$ cat src/rtl/lagint_pkg.sv
// ----------------------------------------------------------------------------
// lagint_pkg
// Shared types, widths and constants of the Lagrange interpolator.
// ----------------------------------------------------------------------------
package lagint_pkg;

  localparam int LI_NODES = 11;   // default node count (2 to 16)
  localparam int CNT_W    = 5;    // node counters, wide enough to hold 16

  localparam int NODE_W   = 18;   // signed q1.16 node value
  localparam int POS_W    = 18;   // unsigned q2.16 position
  localparam int SCL_W    = 22;   // position * 10 + 1
  localparam int T_W      = 20;   // position in node steps, unsigned q.16
  localparam int OPB_W    = 21;   // second multiplier operand
  localparam int WEIGHT_W = 42;   // signed q.24 weight, clipped to +/- 2^40
  localparam int HALF_W   = 21;   // weight split for the shared multiplier
  localparam int PLO_W    = 43;
  localparam int PHI_W    = 42;
  localparam int PROD_W   = 62;   // weight times operand
  localparam int MAG_W    = 61;
  localparam int ACC_W    = 63;
  localparam int DIV_W    = 48;   // dividend and quotient
  localparam int DIV_STEP = 8;    // quotient bits per cycle
  localparam int DEN_W    = 4;    // node distance 1..15

  // request kinds
  localparam logic REQ_WRITE = 1'b0;
  localparam logic REQ_EVAL  = 1'b1;

  // floor(n / 3) = (n * RECIP3) >> 23 for every n below 2^23
  localparam logic [SCL_W-1:0] RECIP3 = 22'd2796203;
  localparam int RECIP3_SH = 23;

  localparam logic signed [WEIGHT_W-1:0] W_ONE = 42'sd16777216;
  localparam logic [DIV_W-1:0]           W_LIM = 48'd1099511627776;

  typedef logic signed [NODE_W-1:0]   node_t;
  typedef logic signed [WEIGHT_W-1:0] weight_t;

  typedef enum logic [3:0] {
    ST_IDLE,
    ST_SCALE,
    ST_NODE,
    ST_STEP,
    ST_MUL_LO,
    ST_MUL_HI,
    ST_SUM,
    ST_ABS,
    ST_RND,
    ST_DIV,
    ST_ACC,
    ST_FIN_ABS,
    ST_FIN_RND
  } lagint_state_t;

  // node values after reset: round(65536 * (1 - exp(-0.3*i)))
  function automatic node_t reset_node(input logic [3:0] idx);
    node_t v;
    unique case (idx)
      4'd0:    v = 18'sd0;
      4'd1:    v = 18'sd16986;
      4'd2:    v = 18'sd29569;
      4'd3:    v = 18'sd38891;
      4'd4:    v = 18'sd45797;
      4'd5:    v = 18'sd50913;
      4'd6:    v = 18'sd54703;
      4'd7:    v = 18'sd57511;
      4'd8:    v = 18'sd59591;
      4'd9:    v = 18'sd61132;
      4'd10:   v = 18'sd62273;
      4'd11:   v = 18'sd63119;
      4'd12:   v = 18'sd63745;
      4'd13:   v = 18'sd64209;
      4'd14:   v = 18'sd64553;
      default: v = 18'sd64808;
    endcase
    return v;
  endfunction

endpackage

$ cat src/rtl/lagint_node_mem.sv
// ----------------------------------------------------------------------------
// lagint_node_mem
// Node value store: one write port, one registered read port, a valid bit
// per entry so that unwritten entries read back their reset value.
// ----------------------------------------------------------------------------
module lagint_node_mem #(
  parameter int NODES = lagint_pkg::LI_NODES
) (
  input  logic                      clk,
  input  logic                      rst,
  input  logic                      we,
  input  logic [$clog2(NODES)-1:0]  waddr,
  input  lagint_pkg::node_t         wdata,
  input  logic [$clog2(NODES)-1:0]  raddr,
  output lagint_pkg::node_t         rdata
);
  import lagint_pkg::*;

  localparam int AW = $clog2(NODES);

  node_t            ram [NODES];
  node_t            ram_q;
  logic [AW-1:0]    raddr_q;
  logic [NODES-1:0] vld;
  logic             vld_q;

  always_ff @(posedge clk) begin
    if (we) begin
      ram[waddr] <= wdata;
    end
    ram_q   <= ram[raddr];
    raddr_q <= raddr;
  end

  always_ff @(posedge clk) begin
    if (rst) begin
      vld   <= '0;
      vld_q <= 1'b0;
    end else begin
      if (we) begin
        vld[waddr] <= 1'b1;
      end
      vld_q <= vld[raddr];
    end
  end

  assign rdata = vld_q ? ram_q : reset_node(4'(raddr_q));

endmodule

$ cat config.mk
export PLATFORM = sky130hd
export DESIGN_NAME = lagint_node_mem
export DESIGN_NICKNAME = d
export VERILOG_FILES = /design/src/rtl/lagint_pkg.sv /design/src/rtl/lagint_node_mem.sv
export SDC_FILE = /design/constraint.sdc
export NUM_CORES = 1
export LEC_CHECK = 0
export BUFFER_PORTS_ARGS = -buffer_cell sky130_fd_sc_hd__buf_2
export CORE_ASPECT_RATIO = 1.2
export CORE_MARGIN = 2
export CORE_UTILIZATION = 55
export CTS_CLUSTER_SIZE = 40
export DETAILED_ROUTE_END_ITERATION = 12
export PLACE_DENSITY = 0.73
export SYNTH_ARGS = -nofsm -noshare
export SYNTH_HDL_FRONTEND = slang
export SYNTH_SLANG_ARGS = --single-unit
$ cat constraint.sdc
create_clock -name clk -period 5.9 [get_ports clk]
set_input_delay 0.295 -clock clk [delete_from_list [all_inputs] [get_ports clk]]
set_output_delay 0.295 -clock clk [all_outputs]
set_load 0.03 [all_outputs]
==> run_results.csv, run 1 <==
group,metric,value,unit
pwr,powerDensity,336,mW/mm^2
finish,drive_gt1_share,27.3,%
finish,multi_input_area,0.00227,mm^2
die,core,0.0167,mm^2
drt,drt_wl_total,18.5,mm
logic_synthesis,yosysTopAreaCell,"edfxtp_1",
drt,first_pass_iters,5,
logic_synthesis,synth_top_area_share,64.0,%
logic_synthesis,ys.flop_type,"edfxtp_1",
cts,clockBufferDepth,3,
hold_path,worstHoldStart,"wdata[16]",
worst_setup_path,cp_max_fo,18,
logic_synthesis,synth-xor-area-share,0,%
cts,cts_tree,"done",
pwr,peakVddDrop,291,uV
logic_synthesis,synth_compound_area_share,6.20,%
logic_synthesis,yosysSeqAreaShare,73.9,%
die,die_h,146,um
logic_synthesis,synth_edf_count,198,
finish,area_growth,12.7,%
cts,ctsHtreeMaxLevel,1,
logic_synthesis,synth_common_cells,"198 x edfxtp_1, 46 x dfxtp_1, 30 x mux2i_1",
global_route,grt_overflow_total,0,
cts,postCtsResizedCells,0,
flow_run,drv_cap,0,
die,rows,52,
cts,postCtsSetupBuffers,0,
sta,tightestPinTransition,1.14,ns
outcome,status,"finished clean",
logic_synthesis,ys_async_sr_fraction,0,%
die,pin_count,47,
worst_setup_path,start_kind,"register",
logic_synthesis,syn_area,0.00929,mm^2
sta,drv_slew,0,
drt,drc,0,
sta,fmax,414,MHz
hold_path,hold_depth,1,
logic_synthesis,synth-seq-cells,244,
logic_synthesis,syn_area_per_cell,17.6,um^2
hold_path,whs_endpoint,"ram[1][16]",
worst_setup_path,r2r-end,"ram_q[4]",
finish,seqCellArea,0.00687,mm^2
finish,nets,620,
sta,max_slew_margin,23.6,%
drt,wl_met2,9.74,mm
drt,post_drt_wl_per_cell,22.7,um
drt,ant_nets,0,
cts,cts.sinks,244,
finish,final_core_util,62.6,%
hold_path,hp-class,"in -> reg",
global_route,grt_use_total,21.7,%
logic_synthesis,ys_top_cells_by_area,"edfxtp_1 64%, dfxtp_1 9.9%, mux4_2 6.5%, mux2_2 3.3%, mux2i_1 3.2%",
worst_setup_path,r2r_start,"ram[7][4]",
cts,clk_latency,0.50,ns
worst_setup_path,worstRegToRegCells,3,
drt,highest-signal-layer,"met4",
worst_setup_path,cp-end-kind,"primary output",
sta,period_needed,2.42,ns
logic_synthesis,synthCells,529,
placed_design,portBuffers,46,
finish,fill_cells,1152,
logic_synthesis,synth_top_family_by_area,"multiplexers",
logic_synthesis,synth-adder-area-share,0.943,%
placed_design,hpwl,10.7,mm
sta,period_share,41.0,%
cts,path_clk_slew,0.06,ns
placed_design,gp_congestion,0.830,
die,start_util,55.5,%
sta,postLayoutSetupSlackWorst,3.48,ns
finish,antenna_cells,0,
cts,cts-root-buf,"clkbuf_16",
die,die_area,0.0179,mm^2
worst_setup_path,crit_arrival,2.12,ns
drt,vias,4763,
sta,finalSetupTns,0,ns
placed_design,place_ws,3.35,ns
global_route,grt_pass1_wl,29.0,mm
worst_setup_path,critPathKind,"reg -> out",
global_route,antenna_found_initial,0,
logic_synthesis,synthMuxAreaShare,13.3,%
logic_synthesis,yosys_warnings,0,
logic_synthesis,post-synth-top-count-cell,"edfxtp_1",
sta,grt_setup_unrepaired,"false",
sta,skew,0.00556,ns
worst_setup_path,rrSetupSlack,4.47,ns
logic_synthesis,synthesis.nets,565,
sta,setup_viol,0,
drt,drt_iter0_drc,415,
cts,cts-hold-fix-buffers,0,
drt,viasPerCell,5.84,
sta,finalHoldViolCount,0,
global_route,grt_max_degree,53,
worst_setup_path,required,5.61,ns
global_route,grt_pass1_vias,5143,
drt,met3_length,960,um
die,die_x,123,um
drt,wl_met1,7.33,mm
logic_synthesis,synth-simple-area-share,3.60,%
logic_synthesis,synth_cell_types,37,
sta,hold_ws,0.0916,ns
cts,cts_buffers,22,
pwr,total_leakage_power,3.63,nW
-- stage by stage --
stage | area, um^2 | cells | power (mW)
after detailed placement | 9770 | 776 | 2.19
after CTS | 10500 | 816 | 3.54
final | 10500 | 816 | 3.52
after global placement | 9770 | 776 | 2.18
after global routing | 10500 | 816 | 3.63
after floorplan | 9290 | 529 | 2.11
-- layout by cell type, fill, tap and decap left out, drive strengths merged --
master / instances
mux4: 28
ha: 7
o211ai: 5
edfxtp: 198
o31a: 5
a21oi: 5
clkbuf: 26
o21a: 12
bufinv: 1
nand3b: 2
a211o: 1
nor2: 26
nor2b: 4
or3b: 1
a221o: 4
and3: 4
nor3: 3
a211oi: 1
nand3: 1
mux2i: 30
o21ai: 28
clkinvlp: 2
and2: 6
clkinv: 11
o311a: 2
inv: 5
nand2: 18
a22oi: 10
nand2b: 5
mux2: 27
dfxtp: 46
a31oi: 1
o22ai: 13
or2: 1
buf: 61
-- logic make-up (layout without fill, tap and decap cells) --
family,count (synthesis),in the layout
AOI/OAI and AO/OA,87,87
adders and majority gates,7,7
buffers and inverters,35,106
DFF,244,244
muxes,85,85
and+or+nand+nor,71,71
-- registers in the layout, indices dropped and copies added (netlist names), named ones only --
| register | flops |
|---|---|
| ram | 198 |
| ram_q | 18 |
| vld | 11 |
| vld_q | 1 |
-- layer usage --
layer,global-route usage [%],up-vias
met2,37.5,153
met4,7.53,0
met1,27.8,2390
li1,-,2180
met3,3.63,40
met5,0,-
-- cell type report --
type                            count  area share (%)
Clock inverter                     14           0.968
Inverter                            5           0.179
Multi-Input combinational cell    250            21.7
Sequential cell                   244            65.6
Timing Repair Buffer               61            3.30
Clock buffer                       26            5.70
Tap cell                          216            2.58
-- report_power, final --
part	switching [mW]	total [mW]	leakage [nW]	internal, mW
Clock	0.598	1.37	0.346	0.770
Sequential	0.0162	1.93	2.17	1.91
Combinational	0.138	0.223	1.11	0.0847
Total	0.752	3.52	3.63	2.76
-- worst max path at each step --
| stage | startpoint | to | slack, ns | depth (start not counted) |
|---|---|---|---|---|
| finish | vld_q | rdata[6] | 3.48 | 2 |
| CTS | vld_q | rdata[6] | 3.44 | 2 |
| floorplan | waddr[2] | ram[0][0] | 3.35 | 2 |
| global route | vld_q | rdata[10] | 3.39 | 2 |
| detailed placement | raddr[0] | ram_q[6] | 3.35 | 5 |
| global placement | raddr[0] | ram_q[15] | 3.40 | 5 |
-- critical path, stage by stage, from the launching register on --
cell and delay [ns]:
dfxtp_1 0.99, mux2_2 0.44, buf_2 0.18
Power figures use the tool's default switching activity.
==> run 2: changes to the inputs <==
- PLACE_DENSITY: 0.73 -> 0.76
- clock period: 5.9 -> 2.15 ns (I/O delays scaled with it)
==> run 2 against run 1 <==
Compared with the run above:
- sequential share of layout area down 1.6 points
- clock power rose to 2.9 times the previous value
- worst hold slack worse by 0.034 ns
- largest power group unchanged
- sequential power rose to 2.7 times the previous value
- first-iteration DRC count down 12%
- power rose to 2.8 times the previous value
- cell count up 3.1%
- register-to-register slack worse by 3.8 ns
- clock-buffer cell count up 1
==> run_results.csv, run 2 (same netlist as run 1, synthesis figures left out) <==
group,metric,value,unit
die,die_x,123,um
cts,postCtsResizedCells,0,
sta,grt_setup_unrepaired,"false",
global_route,grt_pass1_vias,5170,
cts,cts.sinks,244,
placed_design,gp_congestion,0.747,
worst_setup_path,cp_slowest_stage_delay,0.39,ns
drt,drc,0,
die,start_util,55.5,%
drt,drt_wl_total,18.9,mm
drt,vias,4898,
cts,cts_tree,"done",
sta,finalHoldViolCount,0,
cts,clk_latency,0.51,ns
worst_setup_path,cp-end-kind,"primary output",
cts,clockBufferDepth,3,
drt,post_drt_wl_per_cell,22.5,um
pwr,total_power,9.88,mW
sta,tightestPinTransition,1.10,ns
worst_setup_path,worstSetupEndpoint,"rdata[14]",
drt,ant_nets,0,
drt,first_pass_iters,7,
finish,largest_reg_flops,198,
finish,final_cells,841,
finish,fill_cells,1102,
die,core,0.0167,mm^2
die,rows,52,
finish,reg_top3,"ram x198, ram_q x18, vld x11",
drt,viasPerCell,5.82,
finish,largest_register,"ram",
global_route,antenna_found_initial,0,
outcome,status,"finished clean",
worst_setup_path,rrSetupSlack,0.72,ns
sta,skew,0.0101,ns
die,die_area,0.0179,mm^2
placed_design,dp_cells,783,
placed_design,portBuffers,46,
global_route,grt_max_degree,31,
worst_setup_path,worstRegToRegCells,3,
finish,nets,645,
worst_setup_path,crit_slowest_cell,"mux2_2",
pwr,powerDensity,920,mW/mm^2
worst_setup_path,r2r_start,"ram[6][11]",
worst_setup_path,start_kind,"register",
flow_run,drv_cap,0,
die,die_h,146,um
pwr,total_leakage_power,3.74,nW
finish,antenna_cells,0,
die,pin_count,47,
sta,finalSetupTns,0,ns
global_route,grt_pass1_wl,29.1,mm
sta,period_needed,1.77,ns
cts,ctsHtreeMaxLevel,1,
worst_setup_path,required,2.04,ns
cts,path_clk_slew,0.07,ns
finish,drive_gt1_share,26.2,%
sta,period_share,82.4,%
worst_setup_path,crit_arrival,1.66,ns
sta,fmax,565,MHz
hold_path,hp-class,"in -> reg",
placed_design,hpwl,10.9,mm
worst_setup_path,cp_max_fo,11,
worst_setup_path,critPathKind,"reg -> out",
finish,final_common_cell,"edfxtp_1",
sta,drv_slew,0,
worst_setup_path,startpoint,"vld_q",
sta,setup_viol,0,
cts,cts_buffers,22,
global_route,grt_use_total,21.9,%
finish,area_growth,15.6,%
finish,final_cell_mix,"198 x edfxtp_1, 46 x dfxtp_1, 45 x buf_2",
worst_setup_path,r2r-end,"ram_q[11]",
pwr,peakVddDrop,706,uV
worst_setup_path,crit_chain,"buf_4 -> mux2_2 -> buf_2",
sta,max_slew_margin,26.8,%
global_route,grt_overflow_total,0,
drt,drt_iter0_drc,367,
cts,cts-root-buf,"clkbuf_16",
==> run 2: power breakdown <==
part           switching [mW]  internal (mW)
Sequential             0.0385           5.24
Combinational           0.394          0.261
Clock                    1.63           2.31
Total                    2.07           7.81
==> run 2: how the worst min path moves through the flow <==
| stage | from | end | depth (start not counted) |
|---|---|---|---|
| after floorplan | wdata[0] | ram[0][0] | 0 |
| after global placement | wdata[16] | ram[7][16] | 1 |
| after detailed placement | wdata[3] | ram[5][3] | 1 |
| after CTS | raddr[3] | ram_q[10] | 3 |
| after global routing | rst | vld[8] | 3 |
| final | raddr[3] | ram_q[10] | 3 |
==> run 2: per-stage QoR <==
stage          hold WS [ns]  area (um^2)  utilization, %  setup slack [ns]
5_1_grt              0.0722        10700            64.2             0.331
4_1_cts              0.0490        10700            64.2             0.387
3_5_place_dp          0.419         9830            58.8             0.320
3_3_place_gp          0.398         9830            58.8             0.358
6_report             0.0572        10700            64.2             0.379
2_1_floorplan         0.206         9290               -            0.0966
==> run 2: layout make-up <==
class | instances | area (um^2) | share of cell area [%]
Multi-Input combinational cell | 250 | 2280 | 21.2
Inverter | 5 | 18.8 | 0.175
Clock inverter | 13 | 134 | 1.25
Timing Repair Buffer | 86 | 578 | 5.38
Tap cell | 216 | 270 | 2.52
Clock buffer | 27 | 591 | 5.50
Sequential cell | 244 | 6870 | 64.0
==> run 2: layer usage <==
metal  wire, um  global-route usage [%]
met1       7480                    28.2
met2      10100                    38.5
met3       1040                    3.44
met4        257                    6.03
met5          0                       0
==> run 2: what timing repair did <==
| item | CTS | global route |
|---|---|---|
| setup buffers | 0 | 0 |
| hold buffers | 18 | 0 |
| endpoints found under the hold margin | 198 | 0 |
==> run 2: critical path: cells and delay by family (launching register included) <==
| family | cells | cell delay (ns) |
|---|---|---|
| buffers and inverters | 2 | 0.42 |
| multiplexers | 1 | 0.39 |
| flip-flops | 1 | 0.35 |
==> run 3: changes to the inputs <==
- PLACE_DENSITY: 0.76 -> 0.73
- clock period: 2.15 -> 1.8 ns (I/O delays scaled with it)
==> run 3 against run 2 <==
Compared with the run above:
- clock power increased by 28%
- cell area increased by 2.0%
- worst setup slack worse by 0.32 ns
- clock-buffer cell count increased by 1
- sequential cell count unchanged
- power up 23%
- sequential share of layout area is 1.2 points lower
- clock skew increased by 0.0063 ns
- critical path depth stayed put
- utilization rose by 1.3 points
- via count rose by 2.1%
==> run_results.csv, run 3 (same netlist as run 1, synthesis figures left out) <==
group,metric,value,unit
finish,drive_gt1_share,28.2,%
finish,largest_reg_flops,198,
cts,cts_buffers,23,
drt,ant_nets,0,
worst_setup_path,cpLargestDelayFamily,"flip-flops",
pwr,peakVddDrop,737,uV
cts,ctsHtreeMaxLevel,1,
outcome,status,"finished clean",
worst_setup_path,crit_chain,"buf_4 -> mux2_2 -> buf_2",
drt,vias,4999,
finish,reg_top3,"ram x198, ram_q x18, vld x11",
pwr,total_power,12.2,mW
finish,final_cell_mix,"198 x edfxtp_1, 45 x dfxtp_1, 45 x buf_2",
flow_run,drv_cap,0,
die,die_h,146,um
drt,drc,0,
worst_setup_path,worstRegToRegCells,3,
sta,period_needed,1.75,ns
pwr,total_leakage_power,3.85,nW
global_route,grt_overflow_total,0,
worst_setup_path,crit_arrival,1.66,ns
worst_setup_path,crit_slowest_cell,"dfxtp_4",
placed_design,gp_congestion,0.751,
hold_path,hp-class,"in -> reg",
drt,drt_wl_total,19.3,mm
worst_setup_path,cp.depth,3,
global_route,grt_pass1_vias,5301,
worst_setup_path,cp-end-kind,"primary output",
sta,setup_viol,0,
cts,postCtsSetupBuffers,0,
sta,finalHoldViolCount,0,
pwr,swShare,20.8,%
pwr,p_int,9.63,mW
pwr,power_frac_comb,6.6,%
cts,cts.sinks,244,
worst_setup_path,r2r_start,"ram[7][11]",
hold_path,worstHoldStart,"rst",
worst_setup_path,required,1.71,ns
worst_setup_path,r2r-end,"ram_q[11]",
finish,nets,654,
die,pin_count,47,
pwr,switching_power,2.53,mW
global_route,grt_use_total,22.5,%
finish,final_common_cell,"edfxtp_1",
die,start_util,55.5,%
cts,path_clk_slew,0.07,ns
finish,antenna_cells,0,
placed_design,place_ws,0.190,ns
sta,fmax,573,MHz
die,die_area,0.0179,mm^2
worst_setup_path,start_kind,"register",
pwr,pwr-share-seq,51.9,%
global_route,grt_max_degree,30,
sta,postLayoutSetupSlackWorst,0.0538,ns
sta,drv_slew,0,
pwr,clock_power_share,41.5,%
finish,area_growth,17.9,%
worst_setup_path,critPathKind,"reg -> out",
sta,max_slew_margin,29.5,%
drt,viasPerCell,5.88,
cts,clockBufferDepth,3,
placed_design,hpwl,11.4,mm
finish,largest_register,"ram",
worst_setup_path,rrSetupSlack,0.38,ns
drt,post_drt_wl_per_cell,22.7,um
sta,grt_setup_unrepaired,"false",
sta,period_share,97.0,%
global_route,grt_pass1_wl,29.8,mm
worst_setup_path,worstSetupEndpoint,"rdata[9]",
sta,tightestPinTransition,1.06,ns
worst_setup_path,cp_max_fo,7,
global_route,antenna_found_initial,0,
sta,skew,0.0164,ns
die,rows,52,
worst_setup_path,cp_slowest_stage_delay,0.41,ns
cts,cts-root-buf,"clkbuf_16",
cts,cts_tree,"done",
placed_design,portBuffers,46,
die,core,0.0167,mm^2
worst_setup_path,path_buf_inv,2,
drt,first_pass_iters,4,
cts,clk_latency,0.51,ns
drt,drt_iter0_drc,443,
die,die_x,123,um
worst_setup_path,startpoint,"vld_q",
finish,final_core_util,65.5,%
pwr,powerDensity,1110,mW/mm^2
==> run 3: changes by cell type in the layout (fill, tap and decap cells not counted), sizes merged <==
cell         delta
buf             +7
bufinv          +1
clkbuf          +1
clkinvlp        -1
dlygate4sd3     +1
==> run 3: per-stage QoR <==
stage	cell area [um^2]	std cells	TNS [ns]	hold slack, ns
global placement	9960	790	0	0.381
finish	10900	850	0	0.0539
CTS	10900	850	0	0.0369
floorplan	9300	529	-2.14	0.189
global route	10900	850	0	0.0680
detailed placement	9960	790	0	0.392
==> run 3: worst register-to-register path, cell delays in order, from the launching register on <==
cell	delay [ns]
edfxtp_1	0.37
mux4_2	0.47
and3_1	0.20
a221o_1	0.26
==> run 3: area by class of cell <==
type | count | area (um^2)
Fill cell | 1094 | 5770
Timing Repair Buffer | 94 | 703
Clock buffer | 28 | 624
Multi-Input combinational cell | 250 | 2290
Tap cell | 216 | 270
Inverter | 5 | 18.8
Clock inverter | 13 | 173
Sequential cell | 244 | 6870
==> run 3: how the worst min path moves through the flow <==
stage | slack (ns) | endpoint | cells after the start
after floorplan | 0.19 | ram[0][0] | 0
after global placement | 0.38 | ram[8][16] | 1
after detailed placement | 0.39 | ram[0][16] | 1
after CTS | 0.04 | vld_q | 3
after global routing | 0.07 | vld_q | 3
final | 0.05 | vld_q | 3
==> run 3: metal layers <==
metal	GRT usage (%)	share of wire (%)	up-vias
met3	2.97	5.0	44
met4	7.53	2.6	0
met2	39.8	53	165
met5	0	0	-
li1	-	-	2247
met1	28.6	40	2543
==> run 3: power by group through the flow <==
stage                     Sequential (mW)  Clock, mW  Combinational (mW)
after global placement               6.42          0               0.749
after CTS                            6.31       5.10               0.812
after detailed placement             6.43          0               0.771
final                                6.31       5.05               0.806
after floorplan                      6.41          0               0.500
after global routing                 6.32       5.34               0.869
==> run 3: timing repair <==
item / 4_1_cts / 5_1_grt
setup endpoints to repair: 13 / 8
hold endpoints to repair: 199 / 0
hold buffers: 19 / 0
pin swaps: 0 / 0
resized for setup: 1 / 1
