$ cat src/rtl/lagint_pkg.sv
// ----------------------------------------------------------------------------
// lagint_pkg
// Shared types, widths and constants of the Lagrange interpolator.
// ----------------------------------------------------------------------------
package lagint_pkg;

  localparam int LI_NODES = 11;   // default node count (2 to 16)
  localparam int CNT_W    = 5;    // node counters, wide enough to hold 16

  localparam int NODE_W   = 18;   // signed q1.16 node value
  localparam int POS_W    = 18;   // unsigned q2.16 position
  localparam int SCL_W    = 22;   // position * 10 + 1
  localparam int T_W      = 20;   // position in node steps, unsigned q.16
  localparam int OPB_W    = 21;   // second multiplier operand
  localparam int WEIGHT_W = 42;   // signed q.24 weight, clipped to +/- 2^40
  localparam int HALF_W   = 21;   // weight split for the shared multiplier
  localparam int PLO_W    = 43;
  localparam int PHI_W    = 42;
  localparam int PROD_W   = 62;   // weight times operand
  localparam int MAG_W    = 61;
  localparam int ACC_W    = 63;
  localparam int DIV_W    = 48;   // dividend and quotient
  localparam int DIV_STEP = 8;    // quotient bits per cycle
  localparam int DEN_W    = 4;    // node distance 1..15

  // request kinds
  localparam logic REQ_WRITE = 1'b0;
  localparam logic REQ_EVAL  = 1'b1;

  // floor(n / 3) = (n * RECIP3) >> 23 for every n below 2^23
  localparam logic [SCL_W-1:0] RECIP3 = 22'd2796203;
  localparam int RECIP3_SH = 23;

  localparam logic signed [WEIGHT_W-1:0] W_ONE = 42'sd16777216;
  localparam logic [DIV_W-1:0]           W_LIM = 48'd1099511627776;

  typedef logic signed [NODE_W-1:0]   node_t;
  typedef logic signed [WEIGHT_W-1:0] weight_t;

  typedef enum logic [3:0] {
    ST_IDLE,
    ST_SCALE,
    ST_NODE,
    ST_STEP,
    ST_MUL_LO,
    ST_MUL_HI,
    ST_SUM,
    ST_ABS,
    ST_RND,
    ST_DIV,
    ST_ACC,
    ST_FIN_ABS,
    ST_FIN_RND
  } lagint_state_t;

  // node values after reset: round(65536 * (1 - exp(-0.3*i)))
  function automatic node_t reset_node(input logic [3:0] idx);
    node_t v;
    unique case (idx)
      4'd0:    v = 18'sd0;
      4'd1:    v = 18'sd16986;
      4'd2:    v = 18'sd29569;
      4'd3:    v = 18'sd38891;
      4'd4:    v = 18'sd45797;
      4'd5:    v = 18'sd50913;
      4'd6:    v = 18'sd54703;
      4'd7:    v = 18'sd57511;
      4'd8:    v = 18'sd59591;
      4'd9:    v = 18'sd61132;
      4'd10:   v = 18'sd62273;
      4'd11:   v = 18'sd63119;
      4'd12:   v = 18'sd63745;
      4'd13:   v = 18'sd64209;
      4'd14:   v = 18'sd64553;
      default: v = 18'sd64808;
    endcase
    return v;
  endfunction

endpackage

$ cat src/rtl/lagint_div.sv
// ----------------------------------------------------------------------------
// lagint_div
// Serial unsigned divider of a wide dividend by a 4-bit divisor, several
// quotient bits per cycle. done pulses once the quotient is ready.
// ----------------------------------------------------------------------------
module lagint_div (
  input  logic                           clk,
  input  logic                           rst,
  input  logic                           start,
  input  logic [lagint_pkg::DIV_W-1:0]   dividend,
  input  logic [lagint_pkg::DEN_W-1:0]   divisor,
  output logic                           done,
  output logic [lagint_pkg::DIV_W-1:0]   quotient
);
  import lagint_pkg::*;

  localparam int CYC   = DIV_W / DIV_STEP;
  localparam int CNT_B = (CYC > 1) ? $clog2(CYC) : 1;
  localparam logic [CNT_B-1:0] LAST = CNT_B'(CYC - 1);

  logic [DIV_W-1:0] quo;
  logic [DIV_W-1:0] quo_next;
  logic [DEN_W-1:0] rem;
  logic [DEN_W-1:0] rem_next;
  logic [DEN_W-1:0] den;
  logic [CNT_B-1:0] cnt;
  logic             run;

  // restoring division, DIV_STEP bits per cycle
  always_comb begin
    logic [DEN_W:0] r5;
    rem_next = rem;
    quo_next = quo;
    for (int s = 0; s < DIV_STEP; s++) begin
      r5       = {rem_next, quo_next[DIV_W-1]};
      quo_next = {quo_next[DIV_W-2:0], 1'b0};
      if (r5 >= {1'b0, den}) begin
        r5          = r5 - {1'b0, den};
        quo_next[0] = 1'b1;
      end
      rem_next = r5[DEN_W-1:0];
    end
  end

  always_ff @(posedge clk) begin
    if (start) begin
      quo <= dividend;
      rem <= '0;
      den <= divisor;
    end else if (run) begin
      quo <= quo_next;
      rem <= rem_next;
    end
  end

  always_ff @(posedge clk) begin
    if (rst) begin
      run  <= 1'b0;
      cnt  <= '0;
      done <= 1'b0;
    end else begin
      done <= 1'b0;
      if (start) begin
        run <= 1'b1;
        cnt <= '0;
      end else if (run) begin
        cnt <= cnt + 1'b1;
        if (cnt == LAST) begin
          run  <= 1'b0;
          done <= 1'b1;
        end
      end
    end
  end

  assign quotient = quo;

endmodule

$ cat config.mk
export PLATFORM = sky130hd
export DESIGN_NAME = lagint_div
export DESIGN_NICKNAME = d
export VERILOG_FILES = /design/src/rtl/lagint_pkg.sv /design/src/rtl/lagint_div.sv
export SDC_FILE = /design/constraint.sdc
export NUM_CORES = 1
export LEC_CHECK = 0
export ABC_AREA = 0
export BUFFER_PORTS_ARGS = -buffer_cell sky130_fd_sc_hd__buf_2
export CAP_MARGIN = 25
export CORE_MARGIN = 2
export CORE_UTILIZATION = 60
export CTS_BUF_LIST = sky130_fd_sc_hd__clkbuf_4 sky130_fd_sc_hd__clkbuf_8
export CTS_CLUSTER_DIAMETER = 100
export DETAILED_ROUTE_END_ITERATION = 16
export PLACE_DENSITY = 0.88
export SKIP_CTS_REPAIR_TIMING = 1
export SLEW_MARGIN = 25
export SYNTH_ARGS = -nofsm -noshare
export SYNTH_HDL_FRONTEND = slang
export SYNTH_SLANG_ARGS = --single-unit
$ cat constraint.sdc
create_clock -name clk -period 35.3 [get_ports clk]
set_input_delay 0 -clock clk [delete_from_list [all_inputs] [get_ports clk]]
set_output_delay 0 -clock clk [all_outputs]
set_load 0.05 [all_outputs]
==> impl_metrics.csv, run 1 <==
group,metric,value,unit
drt,met1_length,5320,microns
global_routing,grt_pass1_wl,17100,microns
drt,wl_per_cell,23.2,microns
floorplan,die_y,89.2,microns
worst_setup_path,critPathLaunch,"den[1]$_DFFE_PP_",
synth,synth-edff-count,52,
cts,cts_buffers,9,
floorplan,io_pins,104,
status,violations,"negative hold slack",
worst_setup_path,cp-start-kind,"flip-flop",
floorplan,fp.coreArea,7140,sq um
drt,wl_met3,1680,microns
worst_setup_path,slowest_stage,"edfxtp_1",
cts,clock_path_buffers,2,
floorplan,die_x,89.2,microns
worst_setup_path,max_stage_delay,0.70,ns
timing,finClkSkew,0.0116,ns
timing,clock.fmax,65.2,MHz
synth,synthesis.area,4350,sq um
drt,routed-wl-met2,6940,microns
cts,clk-insertion-delay-late,0.36,ns
worst_setup_path,crit_path_frequent_cell,"ha_1",
worst_setup_path,required,35.57,ns
worst_setup_path,arrival,15.60,ns
global_routing,first_global_vias,3536,
floorplan,placementRows,31,
synth,yosysSeqAreaShare,40.0,%
final_layout,finalInstanceArea,5620,sq um
worst_setup_path,cp_max_fo,12,
drt,via_per_inst,6.42,
drt,drc,0,
timing,finalHoldViolations,1,
cts,cts-root-buf,"clkbuf_8",
cts,cts_tree,"yes",
timing,slew_headroom,49.0,%
placed_design,hpwl,7990,microns
synth,yosysUniqueCellTypes,58,
cts,clk_transition_reported_paths,0.07,ns
timing,drv_slew,0,
cts,htree_num_levels,3,
status,status,"finished, violations left",
cts,cts_num_sinks,61,
floorplan,initial_core_util,61.0,%
final_layout,drive_gt1_share,37.2,%
synth,synth_top_area_cell,"edfxtp_1",
drt,ant_nets,0,
synth,yosys_register_bits,61,
timing,setup_viol,0,
timing,fin_crit,15.33,ns
timing,timing.final.crit_share,43.4,%
drt,drt_iter0_drc,556,
worst_setup_path,r2r_start,"den[1]$_DFFE_PP_",
drt,first_pass_iters,6,
synth,ys_async_sr_fraction,0,%
timing,setup_tns,0,ns
job,max_cap_viol_count,0,
placed_design,gp_congestion,0.890,
global_routing,globalRouteTotalUtil,29.1,%
synth,syn-num-nets,471,
synth,synth_ff_type,"edfxtp_1",
final_layout,nNetsFinal,622,
drt,wl,14600,microns
synth,yosys-top-cells-area,"edfxtp_1 36%, mux2_2 13%, ha_1 9.8%",
worst_hold_path,hp-class,"in -> reg",
placed_design,dpl_cell_area,4940,sq um
global_routing,grt_antenna_before_repair,2,
worst_setup_path,crit_path_end_kind,"flip-flop",
synth,syn_inst,374,
floorplan,die_area,7950,sq um
worst_setup_path,crit_family,"compound AO/OA/AOI/OAI gates",
synth,synth_top_area_share,35.9,%
drt,vias,4041,
timing,rsz0062_at_grt,"no",
global_routing,grt_max_degree,62,
worst_setup_path,path_buf_inv,5,
final_layout,antenna_cells,0,
placed_design,io_buffers,103,
final_layout,area_growth,29.1,%
timing,worstMarginPinSlew,0.764,ns
global_routing,grt.overflow.total,0,
timing,whs,-0.0129,ns
synth,synth_warnings,0,
worst_hold_path,hp-start,"dividend[0]",
synth,syn_avg_cell_area,11.6,sq um
worst_setup_path,path_class,"reg -> reg",
drt,highest_layer,"met5",
[Yosys cell counts, types with 5 or more instances]
library cell	count
ha_1	34
xor2_1	6
mux2i_1	8
clkbuf_1	6
xnor2_1	8
nor2_1	16
inv_1	30
fa_1	8
a21oi_1	15
dfxtp_1	9
nand2_1	19
a21o_1	8
edfxtp_1	52
mux2_4	5
o21ai_0	17
nand2b_1	9
mux2_2	52
nor3_1	8
[registers in the layout (all words and copies together) (netlist names)]
signal / cells
done: 1
rem: 4
quotient: 48
run: 1
den: 4
cnt: 3
[per-layer routing]
metal / up-vias / global-route usage [%]
met2: 346 / 48.5
met3: 83 / 9.42
li1: 1698 / -
met1: 1912 / 34.6
met4: 2 / 12.3
met5: - / 0
[cell families after synthesis]
group	Yosys count	share of synthesized area, %
adders and majority gates	42	13.5
xor gates and xnor gates	14	2.82
buffers and inverters	41	3.91
muxes	68	18.4
DFF	61	40.0
and+or+nand+nor	73	8.59
AOI/OAI and AO/OA	75	12.8
[worst paths after layout]
check	to	slack, ns	cells past startpoint
min reg2reg	done$_SDFF_PP0_	0.50	2
max reg2reg	rem[0]$_SDFFE_PP0P_	19.97	60
max	rem[0]$_SDFFE_PP0P_	19.97	60
min	quotient[0]$_DFFE_PP_	-0.01	2
[through the flow]
| step | setup WS (ns) | cells | utilization, % |
|---|---|---|---|
| finish | 19.97 | 629 | 78.7 |
| detailed placement | 20.47 | 566 | 69.2 |
| CTS | 20.36 | 582 | 71.9 |
| floorplan | 22.72 | 374 | - |
| global placement | 20.90 | 566 | 69.2 |
| global route | 19.05 | 629 | 78.7 |
[cell type report]
cell class	instances	area [sq um]
Clock inverter	5	51.3
Fill cell	374	1520
Inverter	30	113
Timing Repair Buffer	151	1000
Tap cell	99	124
Sequential cell	61	1740
Multi-Input combinational cell	272	2450
Clock buffer	11	139
[worst register-to-register path: cells and delay by family, from the launching register on]
kind / cells / cell delay [ns]
simple gates: 11 / 1.83
compound gates: 27 / 6.66
flops: 1 / 0.70
fa+ha+maj: 8 / 2.48
mux: 9 / 2.83
buf+inv: 5 / 0.77
[placed cells by master (no fill, tap or decap), types with 3 or more instances in the layout]
cell type | netlist | final
mux2i_1 | 8 | 8
a2111oi_0 | 3 | 3
mux2_2 | 52 | 52
and2_1 | 3 | 3
xnor2_1 | 8 | 8
fa_1 | 8 | 8
inv_1 | 30 | 29
o21a_1 | 4 | 4
a21o_1 | 8 | 8
edfxtp_1 | 52 | 52
clkbuf_8 | 0 | 9
xor2_1 | 6 | 6
nand2_1 | 19 | 19
buf_2 | 1 | 103
nor2b_1 | 3 | 3
a21oi_1 | 15 | 15
nand4_1 | 3 | 3
nand3_1 | 3 | 3
nor3_1 | 8 | 8
nand2b_1 | 9 | 9
o21ai_0 | 17 | 17
nor2_1 | 16 | 16
dfxtp_1 | 9 | 9
dlygate4sd3_1 | 0 | 46
mux2_4 | 5 | 5
ha_1 | 34 | 34
Power of run 1 is left out: the tool's default activity adds up to more than one toggle a clock period on the data nets, which glitch-free logic cannot reach.
==> run 2, diff against run 1 <==
Settings changed: ABC_AREA 0 to 1, CORE_UTILIZATION 60 to 51, PLACE_DENSITY 0.88 to 0.79.
Clock period 35.3 ns to 12.63 ns, I/O delays scaled along.
==> run 2 against run 1 <==
Net effect:
- the flow now finishes without violations
- die area increased by 18%
- worst setup slack worse by 19 ns
- area after synthesis grew 1.0%
- first-iteration DRC count shrank 48%
- routed wire length is 18% lower
==> impl_metrics.csv, run 2 <==
group,metric,value,unit
floorplan,fp.coreArea,8300,sq um
global_routing,grt_max_degree,54,
synth,synth_top_area_share,35.5,%
global_routing,grt_pass1_wl,18200,microns
synth,yosys_register_bits,61,
timing,finClkSkew,0.0150,ns
cts,clk_transition_reported_paths,0.07,ns
timing,timing.final.crit_share,91.2,%
synth,synth.most_common_cell,"nand2_1",
timing,finalHoldViolations,0,
timing,worstMarginPinSlew,0.879,ns
timing,whs,0.0277,ns
floorplan,placementRows,33,
worst_setup_path,crit_path_end_kind,"flip-flop",
timing,clock.fmax,86.8,MHz
final_layout,drive_gt1_share,24.5,%
placed_design,gp_congestion,0.985,
floorplan,io_pins,104,
final_layout,antenna_cells,0,
cts,htree_num_levels,3,
floorplan,die_x,96.9,microns
worst_setup_path,r2r_start,"den[2]$_DFFE_PP_",
floorplan,die_area,9380,sq um
timing,setup_ws,1.11,ns
cts,clock_path_buffers,2,
synth,synth_ff_type,"edfxtp_1",
cts,cts_num_sinks,61,
global_routing,first_global_vias,3961,
job,max_cap_viol_count,0,
synth,synth-edff-count,52,
timing,rsz0062_at_grt,"no",
worst_hold_path,hold_path_end,"quotient[0]$_DFFE_PP_",
synth,synth_top_area_cell,"edfxtp_1",
synth,synthesis.area,4400,sq um
worst_hold_path,hp-class,"in -> reg",
worst_setup_path,cp_max_fo,8,
placed_design,hpwl,8360,microns
worst_setup_path,slowest_stage,"edfxtp_1",
worst_setup_path,path_class,"reg -> reg",
global_routing,grt.overflow.total,0,
synth,synth_common_cells,"203 x nand2_1, 56 x inv_1, 52 x edfxtp_1, 34 x ha_1, 34 x nand3_1",
drt,wl_per_cell,15.1,microns
floorplan,die_y,96.9,microns
worst_setup_path,cp-start-kind,"flip-flop",
cts,cts_tree,"yes",
synth,syn-num-nets,626,
worst_setup_path,required,12.84,ns
drt,vias,4170,
worst_hold_path,hp-start,"dividend[0]",
global_routing,globalRouteTotalUtil,23.7,%
worst_setup_path,rr_worst_depth,75,
drt,drc,0,
placed_design,io_buffers,103,
cts,clk-insertion-delay-late,0.33,ns
global_routing,grt_antenna_before_repair,0,
timing,setup_tns,0,ns
synth,ys_async_sr_fraction,0,%
drt,first_pass_iters,5,
drt,drt_iter0_drc,290,
synth,synth_warnings,0,
synth,syn_inst,529,
cts,cts_buffers,9,
timing,fin_crit,11.52,ns
final_layout,area_growth,30.8,%
worst_setup_path,arrival,11.73,ns
final_layout,fin_util,69.3,%
timing,drv_slew,0,
final_layout,largest_reg_flops,48,
final_layout,nNetsFinal,781,
drt,wl,12000,microns
cts,cts-root-buf,"clkbuf_8",
timing,slew_headroom,41.4,%
final_layout,final_common_cell,"nand2_1",
drt,via_per_inst,5.25,
floorplan,initial_core_util,53.0,%
final_layout,fillerInstances,626,
placed_design,pre_cts_ws,0.618,ns
synth,yosysSeqAreaShare,39.6,%
timing,setup_viol,0,
synth,syn_avg_cell_area,8.31,sq um
synth,yosysUniqueCellTypes,33,
worst_hold_path,holdPathStages,3,
final_layout,final_cell_mix,"203 x nand2_1, 103 x buf_2, 55 x inv_1, 52 x edfxtp_1, 45 x dlygate4sd3_1",
worst_setup_path,reg2reg_setup_slack,1.11,ns
synth,yosys-top-cells-area,"edfxtp_1 36%, nand2_1 17%, ha_1 9.7%",
worst_setup_path,crit_path_frequent_cell,"nand2_1",
status,status,"completed",
worst_setup_path,r2r_end,"rem[3]$_SDFFE_PP0P_",
worst_setup_path,max_stage_delay,0.36,ns
drt,ant_nets,0,
==> run 2: area by class of cell <==
type                       instances  area [sq um]  area share [%]
sequential                        61          1740            30.3
clock inverter                     6          87.6            1.52
clock buffer                      10           131            2.28
inverter                          57           215            3.74
tap                              105           131            2.28
timing repair buffer             155          1020            17.7
multi-input combinational        400          2430            42.2
==> run 2: worst max path at each step <==
stage | endpoint | cells after the start | slack, ns | start
5_1_grt | rem[2]$_SDFFE_PP0P_ | 76 | 0.002 | den[2]$_DFFE_PP_
6_report | rem[3]$_SDFFE_PP0P_ | 75 | 1.11 | den[2]$_DFFE_PP_
4_1_cts | rem[3]$_SDFFE_PP0P_ | 75 | 0.56 | den[2]$_DFFE_PP_
3_3_place_gp | rem[3]$_SDFFE_PP0P_ | 75 | 1.28 | den[2]$_DFFE_PP_
2_1_floorplan | quotient[0]$_DFFE_PP_ | 73 | 1.09 | den[1]$_DFFE_PP_
3_5_place_dp | quotient[0]$_DFFE_PP_ | 73 | 0.62 | den[2]$_DFFE_PP_
==> run 2: metrics by stage <==
stage	instance area [sq um]	instances
2_1_floorplan	4400	529
3_3_place_gp	5060	733
3_5_place_dp	5060	733
4_1_cts	5280	749
5_1_grt	5750	794
6_report	5750	794
==> run 2: logic make-up after synthesis <==
logic type | synth area share [%]
AOI/OAI and AO/OA | 4.64
xor gates and xnor gates | 2.59
adders and majority gates | 13.3
buffers and inverters | 5.80
DFF | 39.6
and+or+nand+nor | 34.1
==> run 2: critical path, delay by kind of cell (launching register included) <==
family	cells	cell delay, ns
flops	1	0.36
simple gates	39	4.57
fa+ha+maj	8	2.41
compound gates	16	2.97
buf+inv	12	1.07
==> run 2: layer usage <==
metal	track usage, %	wire length (microns)
met4	9.10	360
met3	6.36	772
met1	30.6	4870
met5	0	0
met2	38.0	6020
Power of run 2 is left out for the same reason.
==> run 3, diff against run 2 <==
Settings changed: CORE_MARGIN 2 to 1, CORE_UTILIZATION 51 to 35, PLACE_DENSITY 0.79 to 0.58.
==> run 3 against run 2 <==
Net effect:
- non-clock buffer count rose by 7
- worst setup slack better by 0.038 ns
- utilization down 21 points
- die area rose by 39%
- register-to-register slack better by 0.04 ns
- clock skew shrank 0.0064 ns
- via count is 3.7% lower
- worst hold slack gained 0.036 ns
- final cell count is 8.8% higher
- largest cell class unchanged
==> impl_metrics.csv, run 3 (synthesis results as in run 2) <==
group,metric,value,unit
final_layout,fin_util,48.3,%
cts,clk-insertion-delay-late,0.35,ns
global_routing,grt_max_degree,49,
global_routing,globalRouteTotalUtil,17.9,%
worst_setup_path,crit_path_end_kind,"flip-flop",
timing,timing.final.crit_share,90.9,%
drt,via_per_inst,4.65,
worst_setup_path,arrival,11.53,ns
drt,wl_per_cell,13.4,microns
final_layout,nNetsFinal,788,
cts,cts_tree,"yes",
cts,htree_num_levels,3,
placed_design,pre_cts_ws,0.626,ns
drt,drt_iter0_drc,206,
timing,finalHoldViolations,0,
worst_hold_path,hp-class,"in -> reg",
global_routing,first_global_vias,3706,
drt,wl,11500,microns
worst_setup_path,reg2reg_setup_slack,1.15,ns
timing,drv_slew,0,
worst_setup_path,slowest_stage,"edfxtp_1",
final_layout,final_common_cell,"nand2_1",
global_routing,grt_pass1_wl,18000,microns
final_layout,final_cell_mix,"203 x nand2_1, 103 x buf_2, 54 x inv_1, 52 x edfxtp_1, 45 x dlygate4sd3_1",
placed_design,hpwl,8360,microns
drt,vias,4016,
worst_setup_path,cp_max_fo,8,
drt,drc,0,
timing,finClkSkew,0.00858,ns
timing,clock.fmax,87.1,MHz
floorplan,die_area,13000,sq um
worst_setup_path,cp-start-kind,"flip-flop",
floorplan,placementRows,40,
cts,clock_path_buffers,2,
drt,first_pass_iters,4,
placed_design,io_buffers,103,
timing,setup_ws,1.15,ns
placed_design,placed_cells,799,
status,status,"completed",
global_routing,grt.overflow.total,0,
final_layout,area_growth,32.9,%
cts,clk_transition_reported_paths,0.07,ns
cts,cts-root-buf,"clkbuf_8",
final_layout,fillerInstances,1203,
timing,slew_headroom,39.4,%
worst_setup_path,required,12.67,ns
timing,fin_crit,11.48,ns
timing,setup_viol,0,
timing,worstMarginPinSlew,0.909,ns
cts,cts_buffers,9,
final_layout,largest_reg_flops,48,
floorplan,die_y,114,microns
placed_design,gp_congestion,0.865,
cts,cts_num_sinks,61,
job,max_cap_viol_count,0,
floorplan,die_x,114,microns
final_layout,antenna_cells,0,
floorplan,io_pins,104,
worst_setup_path,path_class,"reg -> reg",
drt,ant_nets,0,
final_layout,drive_gt1_share,25.3,%
final_layout,instances_no_fill,864,
floorplan,fp.coreArea,12100,sq um
worst_setup_path,crit_path_frequent_cell,"nand2_1",
worst_setup_path,max_stage_delay,0.36,ns
global_routing,grt_antenna_before_repair,0,
floorplan,initial_core_util,36.3,%
run 3: worst max-delay path, delay by kind of cell, from the launching register on:
kind	cells	cell delay [ns]
and+or+nand+nor	36	4.09
AOI/OAI and AO/OA	17	3.20
adders and majority gates	8	2.27
buffers and inverters	13	1.25
DFF	1	0.36
run 3: worst paths after layout:
| check | to | depth (start not counted) | from |
|---|---|---|---|
| hold reg to reg | rem[3]$_SDFFE_PP0P_ | 2 | rem[3]$_SDFFE_PP0P_ |
| setup / recovery | quotient[0]$_DFFE_PP_ | 74 | den[2]$_DFFE_PP_ |
| setup reg to reg | quotient[0]$_DFFE_PP_ | 74 | den[2]$_DFFE_PP_ |
| hold / removal | quotient[7]$_DFFE_PP_ | 3 | dividend[7] |
run 3: area by class of cell:
class	count	area, sq um	share of cell area (%)
repair buffers	162	1080	18.5
flip-flops and latches	61	1740	29.8
inverters	57	214	3.66
well taps	168	210	3.60
clock inverters	7	42.5	0.728
clock buffers	9	124	2.12
multi-input cells	400	2430	41.6
run 3: stage by stage:
stage	cell area, sq um	hold WS (ns)	TNS [ns]
floorplan	4400	0.0691	0
global placement	5160	0.168	0
detailed placement	5160	0.178	0
CTS	5320	-0.196	0
global route	5840	0.0673	-0.113
finish	5840	0.0635	0
run 3: metal layers:
metal / track usage (%) / part of all wire, % / vias to the layer above / routed length [microns]
li1: - / - / 2063 / -
met1: 23.5 / 46 / 1827 / 5260
met2: 28.6 / 46 / 109 / 5340
met3: 4.50 / 5.6 / 17 / 648
met4: 6.84 / 2.5 / 0 / 283
met5: 0 / 0 / - / 0
Power of run 3 is left out for the same reason.
